## config.mk

```make
export PLATFORM = sky130hd
export DESIGN_NAME = eased_pwm_fade_core
export DESIGN_NICKNAME = d
export VERILOG_FILES = /design/src/hw/rtl/epf_pkg.sv /design/src/hw/rtl/epf_ctrl.sv /design/src/hw/rtl/epf_datapath.sv /design/src/hw/rtl/eased_pwm_fade_core.sv
export SDC_FILE = /design/constraint.sdc
export NUM_CORES = 1
export LEC_CHECK = 0
export ABC_CLOCK_PERIOD_IN_PS = 11300
export BUFFER_PORTS_ARGS = -buffer_cell sky130_fd_sc_hd__buf_4
export CAP_MARGIN = 0
export CELL_PAD_IN_SITES_DETAIL_PLACEMENT = 2
export CELL_PAD_IN_SITES_GLOBAL_PLACEMENT = 2
export CORE_MARGIN = 8
export CORE_UTILIZATION = 45
export DETAILED_ROUTE_END_ITERATION = 7
export PLACE_DENSITY = 0.86
export RECOVER_POWER = 100
export SLEW_MARGIN = 20
export SYNTH_ARGS = -nofsm -noshare
export SYNTH_HDL_FRONTEND = slang
export SYNTH_SLANG_ARGS = --single-unit
```

## constraint.sdc

```tcl
create_clock -name clock -period 11.3 [get_ports clock]
set_input_delay 3.39 -clock clock [delete_from_list [all_inputs] [get_ports clock]]
set_output_delay 3.39 -clock clock [all_outputs]
set_load 0.005 [all_outputs]
```

## src/hw/rtl/epf_pkg.sv

```systemverilog
`timescale 1ns / 1ps
// ----------------------------------------------------------------------------
// Eased PWM fade package
// Shared widths, codes, payload structs and controller command/status types.
// ----------------------------------------------------------------------------
package epf_pkg;

   // Fixed field widths.
   localparam int LEVEL_W   = 10;
   localparam int TIME_W    = 32;
   localparam int DUR_W     = 16;
   localparam int CSR_IDX_W = 1;
   localparam int CSR_DATA_W = DUR_W;

   // Default fraction width of the fade position.
   localparam int FRAC_BITS_DEFAULT = 16;

   // Full-scale level and register reset values.
   localparam logic [LEVEL_W-1:0] PWM_MAX = 10'd1023;
   localparam logic [DUR_W-1:0]   DURATION_RESET = 16'd1000;

   // Configuration register indexes.
   localparam logic [CSR_IDX_W-1:0] CSR_FADE_DURATION = 1'b0;
   localparam logic [CSR_IDX_W-1:0] CSR_INVERT_OUTPUT = 1'b1;

   // Request mode codes.
   typedef enum logic {
      MODE_TICK = 1'b0,
      MODE_SET  = 1'b1
   } mode_type;

   // Request and result payloads.
   typedef struct packed {
      mode_type               mode;
      logic [LEVEL_W-1:0]     target_level;
      logic [TIME_W-1:0]      time_ms;
   } req_type;

   typedef struct packed {
      logic [LEVEL_W-1:0]     duty;
      logic [LEVEL_W-1:0]     level;
      logic                   fade_done;
   } rsp_type;

   // Controller states.
   typedef enum logic [2:0] {
      ST_IDLE,
      ST_LOAD,
      ST_DIVIDE,
      ST_SQUARE,
      ST_SCALE,
      ST_UPDATE
   } state_type;

   // Commands from the controller to the datapath.
   typedef struct packed {
      logic set_load;
      logic tick_load;
      logic div_init;
      logic div_step;
      logic square;
      logic scale;
      logic update;
   } cmd_type;

   // Status from the datapath to the controller.
   typedef struct packed {
      logic fade_active;
      logic rsp_busy;
   } status_type;

endpackage

```

## src/hw/rtl/epf_ctrl.sv

```systemverilog
`timescale 1ns / 1ps
// ----------------------------------------------------------------------------
// Eased PWM fade controller
// Sequences one request at a time; a tick during a fade runs through the
// load, divide, square, scale and update steps of the datapath.
// ----------------------------------------------------------------------------
module epf_ctrl #(
   parameter int FRAC_BITS = epf_pkg::FRAC_BITS_DEFAULT
) (
   input  logic                 clock,
   input  logic                 reset,
   input  logic                 req_valid,
   input  epf_pkg::mode_type    req_mode,
   output logic                 req_ready,
   input  epf_pkg::status_type  status,
   output epf_pkg::cmd_type     cmd
);
   import epf_pkg::*;

   localparam int CNT_W = $clog2(FRAC_BITS + 1);
   localparam logic [CNT_W-1:0] CNT_LAST = CNT_W'(FRAC_BITS - 1);

   state_type        state_ff, state_in;
   logic [CNT_W-1:0] cnt_ff, cnt_in;
   logic             accept;

   // State and step counter registers.
   always_ff @(posedge clock) begin
      if (reset) begin
         state_ff <= ST_IDLE;
         cnt_ff   <= '0;
      end else begin
         state_ff <= state_in;
         cnt_ff   <= cnt_in;
      end
   end

   // Next state and datapath commands.
   always_comb begin
      state_in  = state_ff;
      cnt_in    = cnt_ff;
      cmd       = '0;
      req_ready = 1'b0;
      accept    = 1'b0;
      case (state_ff)
         ST_IDLE: begin
            req_ready = 1'b1;
            accept    = req_valid;
            if (accept && req_mode == MODE_SET) begin
               cmd.set_load = 1'b1;
            end else if (accept && status.fade_active) begin
               cmd.tick_load = 1'b1;
               state_in      = ST_LOAD;
            end
         end
         ST_LOAD: begin
            cmd.div_init = 1'b1;
            cnt_in       = CNT_LAST;
            state_in     = ST_DIVIDE;
         end
         ST_DIVIDE: begin
            cmd.div_step = 1'b1;
            cnt_in       = cnt_ff - CNT_W'(1);
            if (cnt_ff == '0) begin
               state_in = ST_SQUARE;
            end
         end
         ST_SQUARE: begin
            cmd.square = 1'b1;
            state_in   = ST_SCALE;
         end
         ST_SCALE: begin
            cmd.scale = 1'b1;
            state_in  = ST_UPDATE;
         end
         ST_UPDATE: begin
            // Hold until the result register can take a new result.
            if (!status.rsp_busy) begin
               cmd.update = 1'b1;
               state_in   = ST_IDLE;
            end
         end
         default: begin
            state_in = ST_IDLE;
         end
      endcase
   end

endmodule

```

## src/hw/rtl/epf_datapath.sv

```systemverilog
`timescale 1ns / 1ps
// ----------------------------------------------------------------------------
// Eased PWM fade datapath
// Fade state, configuration registers, a restoring divider for the fade
// position, a square step for the easing curve, a scale step for the level
// difference and the result register.
module epf_datapath #(
   parameter int FRAC_BITS = epf_pkg::FRAC_BITS_DEFAULT
) (
   input  logic                           clock,
   input  logic                           reset,
   input  epf_pkg::req_type               req_payload,
   input  epf_pkg::cmd_type               cmd,
   output epf_pkg::status_type            status,
   input  logic                           csr_wen,
   input  logic [epf_pkg::CSR_IDX_W-1:0]  csr_index,
   input  logic [epf_pkg::CSR_DATA_W-1:0] csr_wdata,
   output logic                           rsp_valid,
   input  logic                           rsp_ready,
   output epf_pkg::rsp_type               rsp_payload
);
   import epf_pkg::*;

   localparam int T_W    = FRAC_BITS + 1;
   localparam int TWO_W  = FRAC_BITS + 2;
   localparam int SQ_W   = 2 * FRAC_BITS + 3;
   localparam int MAG_W  = FRAC_BITS + LEVEL_W + 2;
   localparam logic [T_W-1:0]   Q_ONE   = T_W'(1) << FRAC_BITS;
   localparam logic [TWO_W-1:0] Q_TWO   = TWO_W'(1) << (FRAC_BITS + 1);
   localparam logic [MAG_W-1:0] Q_ROUND = (MAG_W'(1) << FRAC_BITS) - MAG_W'(1);

   // Configuration and fade state.
   logic [DUR_W-1:0]     dur_ff, dur_in;
   logic                 invert_ff, invert_in;
   logic [LEVEL_W-1:0]   cur_level_ff, cur_level_in;
   logic [LEVEL_W-1:0]   start_level_ff, start_level_in;
   logic [LEVEL_W-1:0]   dest_level_ff, dest_level_in;
   logic [TIME_W-1:0]    start_time_ff, start_time_in;
   logic                 active_ff, active_in;
   logic                 rsp_valid_ff, rsp_valid_in;

   // Working registers of one tick.
   logic [TIME_W-1:0]    elapsed_ff, elapsed_in;
   logic                 t_sat_ff, t_sat_in;
   logic                 down_ff, down_in;
   logic [LEVEL_W-1:0]   diff_ff, diff_in;
   logic [DUR_W-1:0]     rem_ff, rem_in;
   logic [FRAC_BITS-1:0] quot_ff, quot_in;
   logic [T_W-1:0]       ease_ff, ease_in;
   logic [MAG_W-1:0]     mag_ff, mag_in;
   rsp_type              rsp_ff, rsp_in;

   // Combinational helpers.
   logic [LEVEL_W-1:0]   target_sat;
   logic [DUR_W:0]       rem_shift;
   logic [DUR_W:0]       rem_sub;
   logic [T_W-1:0]       t_pos;
   logic [TWO_W-1:0]     two_minus_t;
   logic [SQ_W-1:0]      sq_prod;
   logic [MAG_W-1:0]     mag_round;
   logic [LEVEL_W-1:0]   step;
   logic [LEVEL_W-1:0]   val;

   // Control registers with reset values.
   always_ff @(posedge clock) begin
      if (reset) begin
         dur_ff         <= DURATION_RESET;
         invert_ff      <= 1'b0;
         cur_level_ff   <= '0;
         start_level_ff <= '0;
         dest_level_ff  <= '0;
         start_time_ff  <= '0;
         active_ff      <= 1'b0;
         rsp_valid_ff   <= 1'b0;
      end else begin
         dur_ff         <= dur_in;
         invert_ff      <= invert_in;
         cur_level_ff   <= cur_level_in;
         start_level_ff <= start_level_in;
         dest_level_ff  <= dest_level_in;
         start_time_ff  <= start_time_in;
         active_ff      <= active_in;
         rsp_valid_ff   <= rsp_valid_in;
      end
   end

   // Working and result payload registers.
   always_ff @(posedge clock) begin
      elapsed_ff <= elapsed_in;
      t_sat_ff   <= t_sat_in;
      down_ff    <= down_in;
      diff_ff    <= diff_in;
      rem_ff     <= rem_in;
      quot_ff    <= quot_in;
      ease_ff    <= ease_in;
      mag_ff     <= mag_in;
      rsp_ff     <= rsp_in;
   end

   // Arithmetic of the individual steps.
   always_comb begin
      target_sat  = (req_payload.target_level > PWM_MAX) ? PWM_MAX
                                                         : req_payload.target_level;
      rem_shift   = {rem_ff, 1'b0};
      rem_sub     = rem_shift - {1'b0, dur_ff};
      t_pos       = t_sat_ff ? Q_ONE : {1'b0, quot_ff};
      two_minus_t = Q_TWO - TWO_W'(t_pos);
      sq_prod     = SQ_W'(t_pos) * SQ_W'(two_minus_t);
      // Rising fades round the step up, falling fades round it down.
      mag_round   = down_ff ? mag_ff : mag_ff + Q_ROUND;
      step        = mag_round[FRAC_BITS +: LEVEL_W];
      val         = down_ff ? start_level_ff - step : start_level_ff + step;
   end

   // Next values of all registers.
   always_comb begin
      dur_in         = dur_ff;
      invert_in      = invert_ff;
      cur_level_in   = cur_level_ff;
      start_level_in = start_level_ff;
      dest_level_in  = dest_level_ff;
      start_time_in  = start_time_ff;
      active_in      = active_ff;
      rsp_valid_in   = rsp_valid_ff;
      elapsed_in     = elapsed_ff;
      t_sat_in       = t_sat_ff;
      down_in        = down_ff;
      diff_in        = diff_ff;
      rem_in         = rem_ff;
      quot_in        = quot_ff;
      ease_in        = ease_ff;
      mag_in         = mag_ff;
      rsp_in         = rsp_ff;

      // Configuration writes.
      if (csr_wen) begin
         case (csr_index)
            CSR_FADE_DURATION: dur_in    = csr_wdata;
            CSR_INVERT_OUTPUT: invert_in = csr_wdata[0];
            default: begin
            end
         endcase
      end

      // A set request restarts the fade from the present level.
      if (cmd.set_load) begin
         start_level_in = cur_level_ff;
         dest_level_in  = target_sat;
         start_time_in  = req_payload.time_ms;
         active_in      = 1'b1;
      end

      // A tick request captures the elapsed time, modulo the time stamp width.
      if (cmd.tick_load) begin
         elapsed_in = req_payload.time_ms - start_time_ff;
      end

      // Saturate the fade position or prepare the divider.
      if (cmd.div_init) begin
         t_sat_in = (dur_ff == '0) || (elapsed_ff >= TIME_W'(dur_ff));
         rem_in   = elapsed_ff[DUR_W-1:0];
         quot_in  = '0;
         down_in  = dest_level_ff < start_level_ff;
         diff_in  = (dest_level_ff < start_level_ff) ? start_level_ff - dest_level_ff
                                                     : dest_level_ff - start_level_ff;
      end

      // One quotient bit of elapsed * 2^FRAC_BITS / duration per cycle.
      if (cmd.div_step) begin
         if (!rem_sub[DUR_W]) begin
            rem_in  = rem_sub[DUR_W-1:0];
            quot_in = {quot_ff[FRAC_BITS-2:0], 1'b1};
         end else begin
            rem_in  = rem_shift[DUR_W-1:0];
            quot_in = {quot_ff[FRAC_BITS-2:0], 1'b0};
         end
      end

      // Ease-out curve t * (2 - t).
      if (cmd.square) begin
         ease_in = sq_prod[FRAC_BITS +: T_W];
      end

      // Scale the level difference by the eased position.
      if (cmd.scale) begin
         mag_in = MAG_W'(ease_ff) * MAG_W'(diff_ff);
      end

      // Drain the result register.
      if (rsp_valid_ff && rsp_ready) begin
         rsp_valid_in = 1'b0;
      end

      // Commit the new level and load the result register.
      if (cmd.update) begin
         cur_level_in     = val;
         active_in        = (val != dest_level_ff);
         rsp_valid_in     = 1'b1;
         rsp_in.level     = val;
         rsp_in.duty      = invert_ff ? PWM_MAX - val : val;
         rsp_in.fade_done = (val == dest_level_ff);
      end
   end

   assign status.fade_active = active_ff;
   assign status.rsp_busy    = rsp_valid_ff && !rsp_ready;
   assign rsp_valid          = rsp_valid_ff;
   assign rsp_payload        = rsp_ff;

endmodule

```

## src/hw/rtl/eased_pwm_fade_core.sv

```systemverilog
`timescale 1ns / 1ps
// ----------------------------------------------------------------------------
// Eased PWM fade core
// Fades a PWM level toward a target along an ease-out-quadratic curve.
// ----------------------------------------------------------------------------
// A set request (mode 1) produces no result; it starts a new fade from the
// present level toward target_level at time_ms. A tick request (mode 0)
// while a fade runs produces one result and occupies the core until that
// result is loaded into the result register; a tick with no fade running
// produces nothing. A tick passes through the steps of loading the
// operands, the restoring divider that forms the fade position one quotient
// bit per cycle, the square and the scale multiplications and the update.
// One request is handled at a time; a new request is taken while the last
// result still waits in the result register, and a tick whose result is
// ready while the previous one still waits holds in its update step until
// that result is taken. The user must write fade_duration_ms and
// invert_output through the csr_ port only while the core is idle; the
// core itself does not enforce it.
// ----------------------------------------------------------------------------
module eased_pwm_fade_core #(
   parameter int FRAC_BITS = epf_pkg::FRAC_BITS_DEFAULT
) (
   input  logic                           clock,
   input  logic                           reset,
   input  logic                           req_valid,
   output logic                           req_ready,
   input  epf_pkg::req_type               req_payload,
   output logic                           rsp_valid,
   input  logic                           rsp_ready,
   output epf_pkg::rsp_type               rsp_payload,
   input  logic                           csr_wen,
   input  logic [epf_pkg::CSR_IDX_W-1:0]  csr_index,
   input  logic [epf_pkg::CSR_DATA_W-1:0] csr_wdata
);
   import epf_pkg::*;

   cmd_type    cmd;
   status_type status;

   // Request sequencing.
   epf_ctrl #(
      .FRAC_BITS (FRAC_BITS)
   ) u_ctrl (
      .clock     (clock),
      .reset     (reset),
      .req_valid (req_valid),
      .req_mode  (req_payload.mode),
      .req_ready (req_ready),
      .status    (status),
      .cmd       (cmd)
   );

   // Fade arithmetic and state.
   epf_datapath #(
      .FRAC_BITS (FRAC_BITS)
   ) u_datapath (
      .clock       (clock),
      .reset       (reset),
      .req_payload (req_payload),
      .cmd         (cmd),
      .status      (status),
      .csr_wen     (csr_wen),
      .csr_index   (csr_index),
      .csr_wdata   (csr_wdata),
      .rsp_valid   (rsp_valid),
      .rsp_ready   (rsp_ready),
      .rsp_payload (rsp_payload)
   );

endmodule
```

* Word-level counts from Yosys, hierarchy flattened *
Index checks and enable logic that the tools add are counted.

operators by class
  $add $sub $neg = 10
  multiply operators = 2
  order comparisons = 3
  equality and inequality tests = 11
  mux-type cells = 33
  bitwise gates (word level) = 1
  reductions and logical operators = 16

operators with widths
  cell                      count
  $mux W16                  5
  $mux W10                  4
  $mul A17 B18 Y33          1
  $ge A32 B16 Y1            1
  $sub A32 B32 Y32          1
  $sub A10 B10 Y10          3
  $add A26 B16 Y26 const B  1
  $mul A17 B10 Y26          1
  $mux W26                  1
  $pmux W3 S6               1
  $sub A18 B17 Y18 const A  1
  $mux W17                  1
  $sub A17 B16 Y17          1
  $logic_not A16 Y1         1
  $mux W1                   15
  $mux W3                   4
  $add A10 B10 Y10          1
  $eq A10 B10 Y1            1
  $gt A10 B10 Y1 const B    1
  $lt A10 B10 Y1            1
  $ne A10 B10 Y1            1
  $pmux W5 S2               1
  $sub A10 B10 Y10 const A  1
  $reduce_bool A2 Y1        4
  15 further kinds          23

word-level totals
  register bits after elaboration = 229
  input port bits = 65
  output and inout port bits = 23
  logic and storage cells = 97

* Logic depth before layout (Yosys ltp) *
Gate-level depths: netlist (run 1).

  word-level depth = 6
  gate-level depth with buffers = 34
  mapped depth without buffers = 32

* Hierarchy *
Synthesis (run 1) repeated with hierarchy kept, for this count alone.

unflattened totals
  cell total of the unflattened synthesis = 2,967
  area total of the unflattened synthesis = 27,652.8 µm²

modules (own cells, without submodules)
  module        times used  cells an instance  area each (µm²)  seq. area each (µm²)
  epf_datapath  1           2,911              27,191.1         5,825.6
  epf_ctrl      1           56                 461.7            160.2

* Worst setup path before layout (run 1) *
Ideal clock, no wire load.

  path type = register to register
  from = register u_datapath.t_sat_ff
  to = register u_datapath.ease_ff[16], data pin
  library setup time = 0.260 ns
  arrival = 7.466 ns
  required time = 11.040 ns
  path slack = 3.574 ns
  cell stages (with the launch flop) = 34
  path buffers = 3
  clock period less this slack = 7.726 ns
  cells stage by stage = edfxtp_1 clkbuf_1 nor2_1 inv_1 clkbuf_1 ha_1 and3_1 nand2_1 nor2_1 nand2_1 nor2_1 ha_1 clkbuf_1 nor2_1 fa_1 inv_1 fa_1 fa_1 inv_1 fa_1 fa_1 inv_1 fa_1 inv_1 ha_1 nand4_1 nor2_1 a311o_1 nand2_1 o31ai_2 a41oi_2 o311ai_1 a21oi_1 xnor2_1

between the ends
  cells in the longest elaborated chain, start to end = 3

ends and longest elaborated chain
  element                     line                 RTL
  start, declared             epf_datapath.sv:44   logic t_sat_ff, t_sat_in;
  start signal, assigned      epf_datapath.sv:90   t_sat_ff <= t_sat_in;
  $mux W17 (*)                epf_datapath.sv:106  t_pos = t_sat_ff ? Q_ONE : {1'b0, quot_ff};
  $sub A18 B17 Y18            epf_datapath.sv:107  two_minus_t = Q_TWO - TWO_W'(t_pos);
  $mul A17 B18 Y33 (*)        epf_datapath.sv:108  sq_prod = SQ_W'(t_pos) * SQ_W'(two_minus_t);
  via u_datapath.sq_prod[32]  epf_datapath.sv:59   logic [SQ_W-1:0] sq_prod;
  end signal, assigned        epf_datapath.sv:95   ease_ff <= ease_in;
  end, declared               epf_datapath.sv:49   logic [T_W-1:0] ease_ff, ease_in;

Mark *: on every way through the listed nets, which the timed path passes. The rest lies on a longest branch.
A chain may end at the register's enable or synchronous reset.

* Worst setup path in the final report (run 1) *
Same ends and word-level chain as after synthesis.

==> results of run 1 <==
## sequential cells by signal, summed over array words and instances, names as in the netlist
| signal | count |
|---|---|
| u_datapath.rsp_valid | 1 |
| u_datapath.diff_ff | 10 |
| u_datapath.dest_level_ff | 10 |
| u_datapath.quot_ff | 16 |
| u_datapath.start_level_ff | 10 |
| u_datapath.down_ff | 1 |
| u_datapath.invert_ff | 1 |
| u_datapath.mag_ff | 26 |
| u_ctrl.cnt_ff | 5 |
| u_ctrl.state_ff | 3 |
| u_datapath.cur_level_ff | 10 |
| u_datapath.start_time_ff | 32 |
| u_datapath.active_ff | 1 |
| u_datapath.ease_ff | 17 |
| u_datapath.t_sat_ff | 1 |
| u_datapath.dur_ff | 16 |
| u_datapath.rem_ff | 16 |
| u_datapath.rsp_payload | 21 |
| u_datapath.elapsed_ff | 32 |
## where the power goes
group	switching [W]	internal, W	total, W
Clock	0.000400	0.000563	0.000963
Sequential	0.000143	0.00124	0.00138
Combinational	0.00286	0.00188	0.00474
Total	0.00340	0.00368	0.00708
## per-layer routing
layer,up-vias,GRT usage,part of all wire,routed length (um)
met5,-,0,0.00015,15
met4,2,0.123,0.048,4640
met3,300,0.0359,0.034,3300
met2,551,0.556,0.54,52700
met1,10894,0.313,0.37,36200
li1,9132,-,-,-
## metrics by stage
step	utilization	area (sq um)	total power (W)	hold slack (ps)
6_report	0.492	29000	0.00708	454
5_1_grt	0.492	29000	0.00756	478
4_1_cts	0.495	29200	0.00714	458
3_5_place_dp	0.478	28200	0.00598	451
3_3_place_gp	0.478	28200	0.00537	439
2_1_floorplan	-	26900	0.00454	428
## worst register-to-register path: cells and delay by family (launching register included)
kind	cells	cell delay [ps]
compound gates	5	2080
xor+xnor	1	200
fa+ha+maj	9	4430
buf+inv	5	730
flops	1	810
simple gates	10	2070
## cells in the mapped netlist (all sizes together) (10+ instances only)
cell type,count
a211oi,13
a21o,35
a21oi,146
and2,110
clkbuf,101
dfxtp,89
edfxtp,140
fa,358
ha,265
inv,511
mux2i,27
nand2,279
nand2b,129
nand3,24
nand4,10
nor2,201
nor2b,35
nor3,21
nor4,18
o21a,19
o21ai,59
o21bai,17
or2,29
xnor2,89
xor2,44
## layout make-up
type                            count  area, sq um  share of cell area
Antenna cell                        1         2.50           0.0000862
Sequential cell                   229         5990               0.206
Multi-Input combinational cell   2043        18600               0.639
Inverter                          511         1920              0.0661
Clock inverter                      4         23.8            0.000819
Clock buffer                       48          941              0.0324
Timing Repair Buffer               96          642              0.0221
Tap cell                          773          967              0.0333
## how the worst max path moves through the flow
stage	from	end	slack [ps]	cells past startpoint
after global routing	u_datapath.t_sat_ff	u_datapath.ease_ff[16]	400	30
after global placement	u_datapath.t_sat_ff	u_datapath.ease_ff[16]	2080	30
after floorplan	u_datapath.t_sat_ff	u_datapath.ease_ff[16]	3570	33
after detailed placement	u_datapath.t_sat_ff	u_datapath.ease_ff[16]	1250	30
final	u_datapath.t_sat_ff	u_datapath.ease_ff[16]	740	30
after CTS	u_datapath.t_sat_ff	u_datapath.ease_ff[16]	960	30
## cells by family after synthesis
| group | after synthesis | synth area share |
|---|---|---|
| DFF | 229 | 0.223 |
| xor gates and xnor gates | 133 | 0.0440 |
| muxes | 33 | 0.0126 |
| AOI/OAI and AO/OA | 353 | 0.0837 |
| and+or+nand+nor | 884 | 0.160 |
| adders and majority gates | 623 | 0.390 |
| other | 2 | 0.000279 |
| buffers and inverters | 617 | 0.0866 |
==> impl_metrics.json, run 1 <==
{
  "fraction_of_layout_cells_with_a_size_suffix_above_1": 0.0546,
  "clock-skew-final_ps": 38.1,
  "path_class": "flip-flop to flip-flop",
  "slew_headroom": -1.90,
  "finalWorstPathRequiredPeriod_ps": 10560,
  "clkSlewWorstSetupHoldPaths_ps": 70,
  "cpPeakStageDelay_ps": 820,
  "setup_viol_count_final": 0,
  "maxCapViolCount": 6,
  "gp_congestion": 0.848,
  "synth.distinct_cells": 74,
  "clock_tree_from_tritoncts": "yes",
  "worstPathArrival_ps": 10880,
  "final_common_cell": "inv_1",
  "run_status": "finished, violations left",
  "hold_path_end": "u_datapath.start_time_ff[14]",
  "postSynthRegisterBits": 229,
  "start_util": 0.455,
  "timing.setup.tns_ps": 0,
  "total_via_count_after_detailed_routing": 20879,
  "grt.overflow.total": 0,
  "rrSetupSlack_ps": 740,
  "critical_path.slowest_cell": "nor2_1",
  "core_area_sq_mm": 0.0590,
  "critical_path.reg2reg.endpoint": "u_datapath.ease_ff[16]",
  "holdCritStartpoint": "u_datapath.start_time_ff[14]",
  "first_global_vias": 25891,
  "grtUsageTotal": 0.288,
  "floorplan.die.height_um": 260,
  "routed_wl_um": 96900,
  "synth_top_cell_area_share": 0.267,
  "cts_resized": 0,
  "failing_checks": "capacitance limit, slew limit",
  "antenna_violating_nets_post_route": 0,
  "detail_route.iter0.violations": 887,
  "min_delay_path_depth": 2,
  "global_route_wire_length_before_repair_um": 153000,
  "synth_enable_flop_cells": 140,
  "post-route-period-util": 0.934,
  "start_kind": "flip-flop",
  "number_of_standard_cells_after_synthesis": 2874,
  "fin_ws_ps": 741,
  "post_synth.cell_area_avg_sq_um": 9.35,
  "place_hpwl_um": 73000,
  "cts-root-to-sink-buffers": 3,
  "synth_top_cell_by_area": "fa_1",
  "layout_common_cells": "inv_1, fa_1, nand2_1",
  "cts.sink_count": 229,
  "cts.hold.buffers_added": 0,
  "dominantRegCellSynth": "edfxtp_1",
  "timing.rr.start": "u_datapath.t_sat_ff",
  "rows": 89,
  "timing.hold.worst.class": "flip-flop to flip-flop",
  "dp_worst_setup_slack_ps": 1250,
  "placedCellCount": 3652,
  "crit_family": "adder cells",
  "worst_ep_required_time_ps": 11620,
  "synth-async-reset-ratio": 0,
  "yosys_warnings": 0,
  "worstSkewPairLatency_ps": 590,
  "worst_r2r_path_depth": 30,
  "synth_area_sq_mm": 0.0269,
  "ys_seq_area_frac": 0.223,
  "num-fill-cells": 6239,
  "grt_max_degree": 90,
  "vias_per_cell": 5.64,
  "grt_antenna_before_repair": 1,
  "first_pass_detailed_route_iteration_total": 4,
  "portbufs": 87,
  "timing.critical_path.to_type": "flip-flop",
  "cts_inserted_buffers": 28,
  "max_freq_ghz": 0.0947,
  "cp_num_buf_inv": 5,
  "powerDensity_mw_per_mm2": 244,
  "clk_root_buffer_cell": "clkbuf_16",
  "drc": 0,
  "layoutNonFillerInstCount": 3705,
  "crit_path_max_fanout": 34,
  "tightestPinTransition_ps": 4360,
  "routed_wire_length_per_instance_um": 26.2,
  "power.leakage_nw": 13.3,
  "boundaryPins": 88,
  "die_area_sq_mm": 0.0678,
  "h-tree-depth": 1,
  "peakVddDrop_mv": 0.323,
  "syn2layout_area_growth_pct": 8.04,
  "cts_setup_buffers": 0,
  "max_slew_vio_count": 241,
  "synth.top_cells.by_area": "fa_1, edfxtp_1, ha_1",
  "final_nets": 3597,
  "floorplan.die.width_um": 260,
  "timing_hold_violations_final": 0,
  "crit_top_cell": "fa_1",
  "grt_setup_unrepaired": "no"
}
No activity file was read; power rests on OpenSTA's default activity.
==> inputs of run 2 (changes only) <==
Settings changed: BUFFER_PORTS_ARGS -buffer_cell sky130_fd_sc_hd__buf_4 to -buffer_cell sky130_fd_sc_hd__buf_2, REMOVE_ABC_BUFFERS set to 1.
==> impl_metrics.json, run 2 (synthesis results as in run 1) <==
{
  "p_int_w": 0.00370,
  "portbufs": 87,
  "worst_r2r_path_depth": 30,
  "syn2layout_area_growth_pct": 7.71,
  "core_area_sq_mm": 0.0590,
  "crit_path_max_fanout": 17,
  "floorplan.die.width_um": 260,
  "die_area_sq_mm": 0.0678,
  "clock-skew-final_ps": 58.7,
  "hold_path_end": "u_datapath.start_time_ff[20]",
  "total_via_count_after_detailed_routing": 21827,
  "regs_by_ff_count": "u_datapath.elapsed_ff x32, u_datapath.start_time_ff x32, u_datapath.mag_ff x26",
  "first_pass_detailed_route_iteration_total": 6,
  "worstPathArrival_ps": 10950,
  "post-route-period-util": 0.939,
  "grt.overflow.total": 0,
  "cts.sink_count": 229,
  "cts.hold.buffers_added": 0,
  "critical_path.slowest_cell": "nor2_1",
  "routed_wl_um": 107000,
  "timing.rr.start": "u_datapath.t_sat_ff",
  "routed_wire_length_per_instance_um": 28.9,
  "holdCritStartpoint": "u_datapath.start_time_ff[20]",
  "h-tree-depth": 1,
  "cts_resized": 0,
  "max_slew_vio_count": 275,
  "path_class": "flip-flop to flip-flop",
  "timing.hold.worst.class": "flip-flop to flip-flop",
  "cts_inserted_buffers": 29,
  "critical_path.reg2reg.endpoint": "u_datapath.ease_ff[16]",
  "start_kind": "flip-flop",
  "switching_power_w": 0.00340,
  "max_freq_ghz": 0.0943,
  "netSwitchingFraction": 0.479,
  "min_delay_path_depth": 2,
  "placedCellCount": 3657,
  "layout_common_cells": "inv_1, fa_1, nand2_1",
  "power.sequential.fraction": 0.196,
  "clkSlewWorstSetupHoldPaths_ps": 60,
  "boundaryPins": 88,
  "antenna_violating_nets_post_route": 0,
  "grt_antenna_before_repair": 2,
  "first_global_vias": 26545,
  "power.leakage_nw": 13.3,
  "crit_top_cell": "fa_1",
  "cts_setup_buffers": 0,
  "final_nets": 3604,
  "worst_ep_required_time_ps": 11640,
  "global_route_wire_length_before_repair_um": 164000,
  "failing_checks": "capacitance limit, slew limit",
  "gp_congestion": 0.851,
  "power_w": 0.00710,
  "maxCapViolCount": 7,
  "drc": 0,
  "finalWorstPathRequiredPeriod_ps": 10610,
  "timing_hold_violations_final": 0,
  "floorplan.die.height_um": 260,
  "grtUsageTotal": 0.315,
  "fraction_of_layout_cells_with_a_size_suffix_above_1": 0.0527,
  "peakVddDrop_mv": 0.896,
  "start_util": 0.455,
  "layoutNonFillerInstCount": 3714,
  "slew_headroom": -1.61,
  "powerDensity_mw_per_mm2": 245,
  "hold_worst_slack_ps": 457,
  "final_common_cell": "inv_1",
  "run_status": "finished, violations left",
  "vias_per_cell": 5.88,
  "tightestPinTransition_ps": 3910,
  "pwr-share-comb": 0.659,
  "timing.critical_path.to_type": "flip-flop",
  "clock_tree_from_tritoncts": "yes",
  "rrSetupSlack_ps": 690,
  "pwr-share-clk": 0.144,
  "final_util": 0.491,
  "rows": 89,
  "place_hpwl_um": 74000,
  "grt_setup_unrepaired": "no",
  "worstSkewPairLatency_ps": 610,
  "num-fill-cells": 6188,
  "cpPeakStageDelay_ps": 900,
  "cts-root-to-sink-buffers": 3,
  "clk_root_buffer_cell": "clkbuf_16",
  "setup_viol_count_final": 0,
  "timing.setup.tns_ps": 0,
  "grt_max_degree": 74,
  "detail_route.iter0.violations": 1551
}
-- run 2: per-stage QoR --
| step | cell area (sq um) | setup slack, ps |
|---|---|---|
| after floorplan | 26500 | 3340 |
| after global placement | 28100 | 1970 |
| after detailed placement | 28100 | 962 |
| after CTS | 29100 | 685 |
| after global routing | 28900 | 299 |
| final | 28900 | 691 |
-- run 2: routing by layer --
layer | GRT usage | vias to the layer above | wire [um]
met1 | 0.344 | 11409 | 39500
met3 | 0.0446 | 417 | 4820
met2 | 0.587 | 860 | 56600
met4 | 0.163 | 0 | 6300
met5 | 0 | - | 0
li1 | - | 9141 | -
-- run 2: area by class of cell --
cell class / count / area (sq um) / share of cell area
Antenna cell: 2 / 5.00 / 0.000173
Clock inverter: 12 / 153 / 0.00527
Timing Repair Buffer: 102 / 502 / 0.0173
Clock buffer: 42 / 868 / 0.0300
Tap cell: 773 / 967 / 0.0334
Sequential cell: 229 / 5990 / 0.207
Inverter: 511 / 1920 / 0.0663
Multi-Input combinational cell: 2043 / 18600 / 0.641
-- run 2: worst max-delay path by stage --
stage / start / end / slack [ps] / cells after the start
after floorplan: u_datapath.t_sat_ff / u_datapath.ease_ff[16] / 3340 / 30
after global placement: u_datapath.t_sat_ff / u_datapath.ease_ff[16] / 1970 / 30
after detailed placement: u_datapath.t_sat_ff / u_datapath.ease_ff[16] / 960 / 30
after CTS: u_datapath.t_sat_ff / u_datapath.ease_ff[16] / 680 / 30
after global routing: u_datapath.t_sat_ff / u_datapath.ease_ff[16] / 300 / 30
final: u_datapath.t_sat_ff / u_datapath.ease_ff[16] / 690 / 30
-- run 2: power by group through the flow --
stage	combinational, W	sequential [W]	clock (W)
6_report	0.00468	0.00139	0.00103
5_1_grt	0.00510	0.00140	0.00106
4_1_cts	0.00472	0.00139	0.00103
3_5_place_dp	0.00448	0.00139	0
3_3_place_gp	0.00399	0.00138	0
2_1_floorplan	0.00319	0.00132	0
-- run 2: worst max-delay path: cells and delay by family, from the launching register on --
family | cells | cell delay (ps)
flops | 1 | 590
xor+xnor | 1 | 150
compound gates | 5 | 1750
simple gates | 10 | 2240
fa+ha+maj | 9 | 4760
buf+inv | 5 | 870
==> inputs of run 3 (changes only) <==
Settings changed: CELL_PAD_IN_SITES_DETAIL_PLACEMENT 2 to 1, CELL_PAD_IN_SITES_GLOBAL_PLACEMENT 2 to 1, CORE_UTILIZATION 45 to 49, CTS_BUF_LIST set to sky130_fd_sc_hd__clkbuf_8 sky130_fd_sc_hd__clkbuf_16, PLACE_DENSITY 0.86 to 0.78, SYNTH_HIERARCHICAL set to 1.
==> impl_metrics.json, run 3 <==
{
  "run_status": "finished, violations left",
  "failing_checks": "capacitance limit, slew limit",
  "total_via_count_after_detailed_routing": 20412,
  "clk_root_buffer_cell": "clkbuf_16",
  "place_hpwl_um": 58200,
  "cts.hold.buffers_added": 0,
  "core_area_sq_mm": 0.0561,
  "die_area_sq_mm": 0.0643,
  "vias_per_cell": 5.42,
  "synth_top_cell_area_share": 0.259,
  "cts.sink_count": 229,
  "number_of_antenna_cells_inserted": 0,
  "gp_congestion": 0.878,
  "finalWorstPathRequiredPeriod_ps": 9840,
  "post_synth.cell_area_avg_sq_um": 9.32,
  "worstPathArrival_ps": 10140,
  "layout_common_cells": "inv_1, fa_1, nor2_1",
  "detail_route.iter0.violations": 951,
  "regs_by_ff_count": "u_datapath/elapsed_ff x32, u_datapath/start_time_ff x32, u_datapath/mag_ff x26",
  "fraction_of_layout_cells_with_a_size_suffix_above_1": 0.0428,
  "first_global_vias": 23473,
  "placedCellCount": 3718,
  "final_common_cell": "inv_1",
  "portbufs": 87,
  "cts_inserted_buffers": 27,
  "worst_setup_path_startpoint": "u_datapath/t_sat_ff",
  "crit_path_max_fanout": 36,
  "clock_tree_from_tritoncts": "yes",
  "grtUsageTotal": 0.232,
  "critical_path.reg2reg.endpoint": "u_datapath/ease_ff[15]",
  "power_w": 0.00771,
  "rrSetupSlack_ps": 1460,
  "global_route_wire_length_before_repair_um": 121000,
  "synth_enable_flop_cells": 140,
  "rows": 87,
  "floorplan.die.width_um": 254,
  "worst_ep_required_time_ps": 11600,
  "power.leakage_nw": 13.4,
  "crit_top_cell": "fa_1",
  "timing.hold.worst.class": "flip-flop to flip-flop",
  "worst_r2r_path_depth": 29,
  "routed_wl_um": 73400,
  "syn2layout_area_growth_pct": 6.78,
  "cts_setup_buffers": 0,
  "fin_ws_ps": 1460,
  "clkSlewWorstSetupHoldPaths_ps": 60,
  "cp-endpoint": "u_datapath/ease_ff[15]",
  "maxCapViolCount": 8,
  "cp_num_buf_inv": 6,
  "cts_resized": 0,
  "hold_worst_slack_ps": 485,
  "most_common_cell_in_the_synthesized_netlist": "inv_1",
  "h-tree-depth": 1,
  "tightestPinTransition_ps": 3800,
  "setup_viol_count_final": 0,
  "synth.top_cells.by_area": "fa_1, edfxtp_1, ha_1",
  "yosys_warnings": 6,
  "timing.critical_path.to_type": "flip-flop",
  "floorplan.die.height_um": 254,
  "cts-root-to-sink-buffers": 3,
  "cpPeakStageDelay_ps": 1260,
  "drc": 0,
  "clock-skew-final_ps": 41.0,
  "grt_antenna_before_repair": 0,
  "path_class": "flip-flop to flip-flop",
  "max_freq_ghz": 0.102,
  "synth_area_sq_mm": 0.0277,
  "postSynthRegisterBits": 229,
  "post-route-period-util": 0.871,
  "num-fill-cells": 6478,
  "timing.setup.tns_ps": 0,
  "synth_cell_count_leaders": "inv_1, fa_1, nor2_1",
  "final_nets": 3678,
  "crit_family": "adder cells",
  "layoutNonFillerInstCount": 3768,
  "max_slew_vio_count": 327,
  "synth.distinct_cells": 91,
  "dominantRegCellSynth": "edfxtp_1",
  "worstSkewPairLatency_ps": 570,
  "number_of_standard_cells_after_synthesis": 2967,
  "routed_wire_length_per_instance_um": 19.5,
  "critical_path.slowest_cell": "clkbuf_1",
  "synth_top_cell_by_area": "fa_1",
  "antenna_violating_nets_post_route": 0,
  "ys_seq_area_frac": 0.216,
  "start_kind": "flip-flop",
  "peakVddDrop_mv": 0.331,
  "first_pass_detailed_route_iteration_total": 5,
  "slew_headroom": -1.53,
  "timing_hold_violations_final": 0,
  "grt_setup_unrepaired": "no",
  "powerDensity_mw_per_mm2": 261,
  "boundaryPins": 88,
  "cp.depth": 29,
  "grt_max_degree": 76,
  "dp_worst_setup_slack_ps": 2560,
  "grt.overflow.total": 0,
  "start_util": 0.493,
  "synth-async-reset-ratio": 0,
  "timing.rr.start": "u_datapath/t_sat_ff"
}
[run 3: changes by cell type in the layout (fill, tap and decap cells not counted), moves of 25 or more]
cell and change:
a21oi_1 -32, inv_1 +42, mux2i_1 +50, nand2_1 -87, nand2b_1 +25, nor2_1 +73, or2_2 -26
[run 3: logic make-up (layout without fill, tap and decap cells)]
logic type	count (synthesis)	count (layout)	synth area share
mux	83	83	0.0305
compound gates	330	330	0.0789
buf+inv	665	695	0.0916
other cells	2	17	0.000272
fa+ha+maj	621	621	0.378
simple gates	901	901	0.161
xor+xnor	136	136	0.0431
flops	229	229	0.216
[run 3: area by class of cell]
| type | instances | area, sq um | share of cell area |
|---|---|---|---|
| clock inverter | 15 | 145 | 0.00492 |
| multi-input combinational | 2088 | 19100 | 0.647 |
| tap | 756 | 946 | 0.0320 |
| sequential | 229 | 5990 | 0.203 |
| inverter | 547 | 2050 | 0.0695 |
| timing repair buffer | 99 | 473 | 0.0160 |
| clock buffer | 34 | 806 | 0.0273 |
[run 3: how the worst min path moves through the flow]
stage                          startpoint                          to  slack [ps]  cells after the start
2_1_floorplan       u_datapath/dur_ff[13]       u_datapath/dur_ff[13]         440                      2
3_3_place_gp   u_datapath/cur_level_ff[0]  u_datapath/cur_level_ff[0]         470                      2
3_5_place_dp        u_datapath/dur_ff[15]       u_datapath/dur_ff[15]         480                      2
4_1_cts             u_datapath/dur_ff[15]       u_datapath/dur_ff[15]         480                      2
5_1_grt             u_datapath/dur_ff[13]       u_datapath/dur_ff[13]         510                      2
6_report            u_datapath/dur_ff[15]       u_datapath/dur_ff[15]         490                      2
[run 3: stage by stage]
stage / cell area (sq um) / util
after detailed placement: 28700 / 0.512
after global placement: 28700 / 0.512
after floorplan: 27200 / -
after global routing: 29500 / 0.527
final: 29500 / 0.527
after CTS: 29700 / 0.529
[run 3: power by group]
| part | total (W) | internal [W] | switching [W] |
|---|---|---|---|
| combinational | 0.00524 | 0.00231 | 0.00293 |
| clock | 0.000922 | 0.000568 | 0.000354 |
| sequential | 0.00154 | 0.00136 | 0.000183 |
| total | 0.00771 | 0.00424 | 0.00347 |
[run 3: metal layers]
| layer | global-route usage | share of wire | up-vias |
|---|---|---|---|
| met5 | 0 | 0 | - |
| met4 | 0.0638 | 0.027 | 0 |
| met3 | 0.0240 | 0.031 | 138 |
| met2 | 0.431 | 0.52 | 342 |
| met1 | 0.282 | 0.42 | 10498 |
| li1 | - | - | 9434 |
[run 3: worst register-to-register path, delay by kind of cell, from the launching register on]
kind	cells	cell delay, ps
AO/OA/AOI/OAI	6	1310
XOR/XNOR	1	90
adder cells (fa/ha/maj)	8	3930
buffers and inverters	6	1690
flip-flops	1	320
AND/OR/NAND/NOR	8	2260
